<file path="src/rtl/core/dsd_pkg.sv">
// Shared types and constants for the dice-sum distribution core.
// Used by dsd_ctrl, dsd_datapath and dice_sum_distribution_core; no dependencies.
`default_nettype none

package dsd_pkg;

    localparam int DEF_MAX_TOTALS = 1024;
    localparam int DEF_MAX_FACES  = 64;

    localparam logic [1:0] CMD_DIE   = 2'd0;
    localparam logic [1:0] CMD_BONUS = 2'd1;
    localparam logic [1:0] CMD_QUERY = 2'd2;

    // Commands from controller to datapath
    typedef struct packed {
        logic load;
        logic decode;
        logic exec;
        logic start_pre;
        logic start_dif;
        logic start_qry;
        logic commit;
    } dsd_ctl_t;

    // Status from datapath to controller
    typedef struct packed {
        logic [1:0] cmd;
        logic       die_ok;
        logic       q_all;
        logic       q_none;
        logic       pass_done;
    } dsd_sts_t;

endpackage

`default_nettype wire

</file>
<file path="src/rtl/core/dsd_ctrl.sv">
// Sequencing state machine for the dice-sum distribution core.
// Depends on dsd_pkg for the command codes and the control/status structs.
`default_nettype none

module dsd_ctrl
(
    input  wire logic           clk,
    input  wire logic           rst_n,
    input  wire logic           in_valid,
    output logic                in_ready,
    input  wire logic           out_free,
    output logic                out_load,
    input  wire dsd_pkg::dsd_sts_t sts,
    output dsd_pkg::dsd_ctl_t   ctl
);

    typedef enum logic [7:0] {
        ST_IDLE   = 8'b0000_0001,
        ST_DECODE = 8'b0000_0010,
        ST_EXEC   = 8'b0000_0100,
        ST_PREFIX = 8'b0000_1000,
        ST_DIFF   = 8'b0001_0000,
        ST_QUERY  = 8'b0010_0000,
        ST_FINISH = 8'b0100_0000,
        ST_OUTPUT = 8'b1000_0000
    } state_t;

    state_t state_reg;
    state_t state_next;

    always_comb
    begin
        state_next    = state_reg;
        ctl           = '0;
        in_ready      = 1'b0;
        out_load      = 1'b0;
        case (state_reg)
            ST_IDLE:
            begin
                in_ready = 1'b1;
                if (in_valid)
                begin
                    ctl.load   = 1'b1;
                    state_next = ST_DECODE;
                end
            end
            ST_DECODE:
            begin
                ctl.decode = 1'b1;
                state_next = ST_EXEC;
            end
            ST_EXEC:
            begin
                ctl.exec   = 1'b1;
                state_next = ST_FINISH;
                if (sts.cmd == dsd_pkg::CMD_DIE && sts.die_ok)
                begin
                    ctl.start_pre = 1'b1;
                    state_next    = ST_PREFIX;
                end
                else if (sts.cmd == dsd_pkg::CMD_QUERY && !sts.q_all && !sts.q_none)
                begin
                    ctl.start_qry = 1'b1;
                    state_next    = ST_QUERY;
                end
            end
            ST_PREFIX:
            begin
                if (sts.pass_done)
                begin
                    ctl.start_dif = 1'b1;
                    state_next    = ST_DIFF;
                end
            end
            ST_DIFF:
            begin
                if (sts.pass_done)
                begin
                    state_next = ST_FINISH;
                end
            end
            ST_QUERY:
            begin
                if (sts.pass_done)
                begin
                    state_next = ST_FINISH;
                end
            end
            ST_FINISH:
            begin
                ctl.commit = 1'b1;
                state_next = ST_OUTPUT;
            end
            ST_OUTPUT:
            begin
                if (out_free)
                begin
                    out_load   = 1'b1;
                    state_next = ST_IDLE;
                end
            end
            default:
            begin
                state_next = ST_IDLE;
            end
        endcase
    end

    always_ff @(posedge clk or negedge rst_n)
    begin
        if (!rst_n)
        begin
            state_reg <= ST_IDLE;
        end
        else
        begin
            state_reg <= state_next;
        end
    end

endmodule

`default_nettype wire

</file>
<file path="config.mk">
export PLATFORM = sky130hd
export DESIGN_NAME = dsd_ctrl
export DESIGN_NICKNAME = d
export VERILOG_FILES = /design/src/rtl/core/dsd_pkg.sv /design/src/rtl/core/dsd_ctrl.sv
export SDC_FILE = /design/constraint.sdc
export NUM_CORES = 1
export LEC_CHECK = 0
export BUFFER_PORTS_ARGS = -buffer_cell sky130_fd_sc_hd__buf_2
export CORE_MARGIN = 3
export CORE_UTILIZATION = 30
export CTS_BUF_LIST = sky130_fd_sc_hd__clkbuf_16
export CTS_CLUSTER_SIZE = 40
export DETAILED_ROUTE_END_ITERATION = 10
export GPL_ROUTABILITY_DRIVEN = 0
export HOLD_SLACK_MARGIN = 0.15
export PLACE_DENSITY = 0.52
export REMOVE_ABC_BUFFERS = 1
export SYNTH_ARGS = -nofsm -noshare
export SYNTH_HDL_FRONTEND = slang
export SYNTH_SLANG_ARGS = --single-unit
</file>
<file path="constraint.sdc">
create_clock -name clk -period 1.9 [get_ports clk]
set_input_delay 0 -clock clk [delete_from_list [all_inputs] [get_ports clk]]
set_output_delay 0 -clock clk [all_outputs]
set_load 0.01 [all_outputs]
</file>
==> results of run 1 <==
-- power breakdown --
part           internal, mW  switching [mW]
combinational         0.170           0.169
clock                 0.274          0.0879
sequential            0.212          0.0562
-- path summary, 6_finish.rpt --
| check | start | cells past startpoint | slack [ns] | to |
|---|---|---|---|---|
| max in group asynchronous | rst_n | 3 | 0.89 | state_reg[7] |
| hold / removal | sts[5] | 4 | 0.17 | state_reg[5] |
| hold reg to reg | state_reg[3] | 1 | 0.62 | state_reg[3] |
| setup reg to reg | state_reg[6] | 5 | 0.29 | state_reg[5] |
| setup / recovery | state_reg[6] | 5 | 0.24 | ctl[6] |
| min in group asynchronous | rst_n | 2 | 0.25 | state_reg[0] |
-- metal layers --
metal  vias up  share of wire, %
li1        260                 -
met1       238                42
met2        19                47
met3         4               7.5
met4         0               3.2
met5         -                 0
-- cells by family (layout without fill, tap and decap cells) --
family	count (synthesis)	count (layout)	share of synthesized area [%]
AOI/OAI and AO/OA	12	12	16.7
DFF	8	8	37.3
buffers and inverters	3	31	2.08
xor gates and xnor gates	3	3	4.86
and+or+nand+nor	31	31	39.1
-- per-stage QoR --
step | total power [mW] | cell area [um^2] | cells | utilization [%]
floorplan | 0.512 | 541 | 57 | -
global placement | 0.610 | 661 | 99 | 41.4
detailed placement | 0.606 | 661 | 99 | 41.4
CTS | 0.986 | 800 | 109 | 50.2
global route | 1.04 | 800 | 109 | 50.2
finish | 0.970 | 800 | 109 | 50.2
-- cells in the final DEF (no fill, tap or decap) --
master / instances
o211ai_1: 1
nor4_2: 1
nand3_1: 1
and2_1: 3
clkbuf_16: 3
o21a_1: 1
nor4_4: 1
a21oi_1: 2
a2bb2oi_2: 1
o32ai_1: 1
dfrtp_1: 7
nand4b_2: 2
nor3b_1: 1
xor2_1: 3
a21o_1: 3
buf_2: 18
or2b_1: 1
inv_1: 4
nor2b_1: 2
o21ai_0: 2
and3_1: 3
nand2b_1: 1
dlygate4sd3_1: 6
and4b_1: 2
nor2_1: 8
o21ai_2: 1
nor3_1: 2
nand2_1: 3
dfstp_2: 1
-- critical path, cell delays in order, from the launching register on --
cell      delay (ns)
dfrtp_1         0.41
nor4_2          0.42
nand4b_2        0.25
inv_1           0.11
and2_1          0.12
buf_2           0.12
-- what timing repair did --
| item | 4_1_cts | 5_1_grt |
|---|---|---|
| endpoints found under the hold margin | 15 | 0 |
| hold buffers | 6 | 0 |
| buffers inserted | 0 | 0 |
-- area by class of cell --
class | instances | area [um^2] | share of cell area [%]
clock buffers | 3 | 75.1 | 9.39
clock inverters | 1 | 3.75 | 0.469
inverters | 3 | 11.3 | 1.41
multi-input cells | 46 | 328 | 41.0
flip-flops and latches | 8 | 201 | 25.2
well taps | 24 | 30.0 | 3.76
repair buffers | 24 | 150 | 18.8
==> flow_summary.ini, run 1 <==
[status]
status = finished, final reports clean

[detailed_routing]
viasPerCell = 4.78
routed_wl_um = 1260
antenna_left = 0
wl_per_cell_um = 11.6
vias = 521
drc_errors = 0
first_pass_iters = 4
drt_iter0_drc = 4

[floorplan]
dieArea_um2 = 2350
die_width_um = 48.4
io_pins = 19
start_util_pct = 33.9
core-area_um2 = 1590
row_count = 14
die_h_um = 48.4

[placed_design]
place.detailed.hpwl_um = 942
portBuffers = 18
place_ws_ns = 0.283

[grt]
met2_usage_pct = 19.0
grt_pass1_vias = 487
grt_pass1_wl_um = 2110
grtUsageMet3_pct = 4.91
antenna_found_initial = 0
grt_overflow_total = 0
gr-usage-met1_pct = 13.0
track_usage_pct = 12.2
busiest_layer = met2
grt_start_max_net_pins = 8

[yosys]
avgSynthCellArea_um2 = 9.48
yosysMostFrequentCell = nor2_1
synth_cells = 57
synthFlopType = dfrtp_1
yosysTopAreaCell = dfrtp_1
synth.top_cell.area_share_pct = 32.4
ys_ff_latch = 8
synth_warnings = 0
synth-edff-count = 0
synthDistinctLibCells = 26
netlist_top_cells_area = dfrtp_1 32%, nand4b_2 5.6%, nor2_1 5.6%
synth-seq-area-share_pct = 37.3
async_flop_share_pct = 100
synth_commonest_cells = 8 x nor2_1, 7 x dfrtp_1
synth_area_um2 = 541

[timing]
fin_crit_sh_pct = 87.5
clock_skew_ns = 0.00190
rsz0062_at_grt = no
period_needed_ns = 1.66
setup_viol = 0
timing_hold_violations_final = 0
clock.fmax_mhz = 602
worst_slack_ns = 0.238
maxSlewHeadroom_pct = 74.4
worst_hold_slack_ns = 0.174
setup_tns_ns = 0
tightestPinTransition_ns = 0.381
slew_violations = 0

[clocking]
cts_root_buf = clkbuf_16
clk_pin_slew_ns = 0.04
cts_made_buffers = 3
clk_latency_ns = 0.23
cts_tree = done
htreeDepth = 1
cts_sinks = 8
cts_buffer_depth = 2
cts_resized = 0

[cells_and_area]
drive_gt1_share_pct = 32.9
fillCellCount = 156
largest_reg_flops = 8
fin_nets = 96
antenna_cells = 0
syn_to_final_growth_pct = 47.9

[worst_setup_path]
worstSetupPathType = reg -> out
startpoint_type = flop
crit_arrival_ns = 1.66
cp-end-kind = primary output
crit_required_ns = 1.90
cp_max_fo = 5

[power_and_ir_drop]
leakage_nw = 0.449
power.density_nw_per_um2 = 1210
ir_worst_vdd_mv = 0.617

[flow_run]
drv_cap = 0

[min_path]
hp-class = in -> reg
Note: power is estimated with default switching activity, not from simulation.
==> inputs of run 2 (changes only) <==
--- a/config.mk
+++ b/config.mk
@@ -5,7 +5,7 @@
 export SDC_FILE = /design/constraint.sdc
 export NUM_CORES = 1
 export LEC_CHECK = 0
-export BUFFER_PORTS_ARGS = -buffer_cell sky130_fd_sc_hd__buf_2
+export BUFFER_PORTS_ARGS = -buffer_cell sky130_fd_sc_hd__clkbuf_2
 export CORE_MARGIN = 3
 export CORE_UTILIZATION = 30
 export CTS_BUF_LIST = sky130_fd_sc_hd__clkbuf_16
==> run 2 against run 1 <==
  * Clock skew rose by 0.0021 ns
  * Utilization fell by 0.63 points
  * Sequential power barely moved
  * Largest cell class unchanged
  * Highest routed layer unchanged
==> flow_summary.ini, run 2 (synthesis results as in run 1) <==
[timing]
slew_violations = 0
setup_viol = 0
rsz0062_at_grt = no
tightestPinTransition_ns = 0.358
timing_hold_violations_final = 0
period_needed_ns = 1.69
clock_skew_ns = 0.00399
clock.fmax_mhz = 592
worst_hold_slack_ns = 0.147
fin_crit_sh_pct = 89.0
maxSlewHeadroom_pct = 75.9
setup_tns_ns = 0

[power_and_ir_drop]
leakage_nw = 0.440
comb_power_share_pct = 35.0
power_frac_clock_pct = 37.3
swShare_pct = 32.5
ir_worst_vdd_mv = 0.662
intPower_mw = 0.655
power.density_nw_per_um2 = 1230
p_seq_share_pct = 27.7
p_sw_mw = 0.315

[detailed_routing]
drt_iter0_drc = 4
antenna_left = 0
wl_per_cell_um = 11.2
drc_errors = 0
first_pass_iters = 4
routed_wl_um = 1210
viasPerCell = 4.73
vias = 511

[cells_and_area]
post_layout_nonfiller_instances = 108
drive_gt1_share_pct = 33.3
largest_reg_flops = 8
mostFrequentLayoutCell = clkbuf_2
fin_nets = 95
syn_to_final_growth_pct = 46.1
final_cell_mix = 18 x clkbuf_2, 8 x nor2_1, 7 x dfrtp_1
antenna_cells = 0

[grt]
grt_pass1_wl_um = 2100
grt_overflow_total = 0
grt_start_max_net_pins = 9
antenna_found_initial = 0
track_usage_pct = 11.5
grt_pass1_vias = 499

[worst_setup_path]
cp-end-kind = primary output
slowest_delay_ns = 0.45
cp_max_fo = 7
crit_slowest_cell = dfrtp_1
startpoint_type = flop
crit_chain = nor4_4 > nand4b_2 > nor3_1 > clkbuf_2
worstSetupPathType = reg -> out
crit_required_ns = 1.90
crit_arrival_ns = 1.69
r2r_cells = 5

[status]
status = finished, final reports clean

[floorplan]
row_count = 14
io_pins = 19
core-area_um2 = 1590
die_h_um = 48.4
start_util_pct = 33.9
die_width_um = 48.4
dieArea_um2 = 2350

[clocking]
cts_buffer_depth = 2
cts_tree = done
cts_setup_buffers = 0
htreeDepth = 1
clk_pin_slew_ns = 0.04
cts_root_buf = clkbuf_16
cts_made_buffers = 3
clk_latency_ns = 0.23
cts_sinks = 8

[placed_design]
portBuffers = 18
dp_cells = 99

[flow_run]
drv_cap = 0

[min_path]
hp-class = in -> async
-- run 2: cell count changes in the layout (fill, tap and decap cells not counted) --
cell,before,now
dlygate4sd3_1,6,5
clkbuf_2,0,18
buf_2,18,0
-- run 2: timing repair --
item / CTS / global route
hold endpoints to repair: 15 / 0
hold buffers: 5 / 0
endpoints found under the setup margin: 0 / 0
resized for setup: 0 / 0
-- run 2: layout make-up --
cell class                 instances  area, um^2
fill                             165         805
tap                               24        30.0
sequential                         8         201
timing repair buffer              23         140
multi-input combinational         46         328
clock buffer                       3        75.1
inverter                           3        11.3
clock inverter                     1        3.75
-- run 2: routing by layer --
layer / GRT usage [%] / up-vias / wire length (um)
met5: 0 / - / 0
met4: 2.84 / 0 / 14
met3: 4.91 / 2 / 72
met2: 19.3 / 13 / 597
met1: 13.5 / 236 / 529
li1: - / 260 / -
-- run 2: metrics by stage --
step	area [um^2]	utilization, %	setup slack (ns)	power [mW]
floorplan	541	-	0.411	0.512
global placement	661	41.4	0.283	0.611
detailed placement	661	41.4	0.309	0.607
CTS	790	49.5	0.171	0.986
global route	790	49.5	0.0439	1.03
finish	790	49.5	0.210	0.970
-- run 2: power by group through the flow --
stage               combinational (mW)  clock [mW]  sequential, mW
finish                           0.340       0.362           0.269
global route                     0.384       0.374           0.275
CTS                              0.346       0.371           0.270
detailed placement               0.337           0           0.270
global placement                 0.339           0           0.271
floorplan                        0.252           0           0.259
-- run 2: final timing paths --
| check | startpoint | end | slack (ns) |
|---|---|---|---|
| hold / removal | rst_n | state_reg[4] | 0.15 |
| setup / recovery | state_reg[1] | ctl[3] | 0.21 |
| setup reg to reg | state_reg[6] | state_reg[5] | 0.32 |
| max in group asynchronous | rst_n | state_reg[0] | 1.50 |
| min in group clk | sts[3] | state_reg[3] | 0.16 |
| hold reg to reg | state_reg[3] | state_reg[3] | 0.61 |
-- run 2: worst max-delay path, delay by kind of cell (launching register included) --
kind / cells / cell delay [ns]
and+or+nand+nor: 3 / 0.83
DFF: 1 / 0.45
buffers and inverters: 1 / 0.18
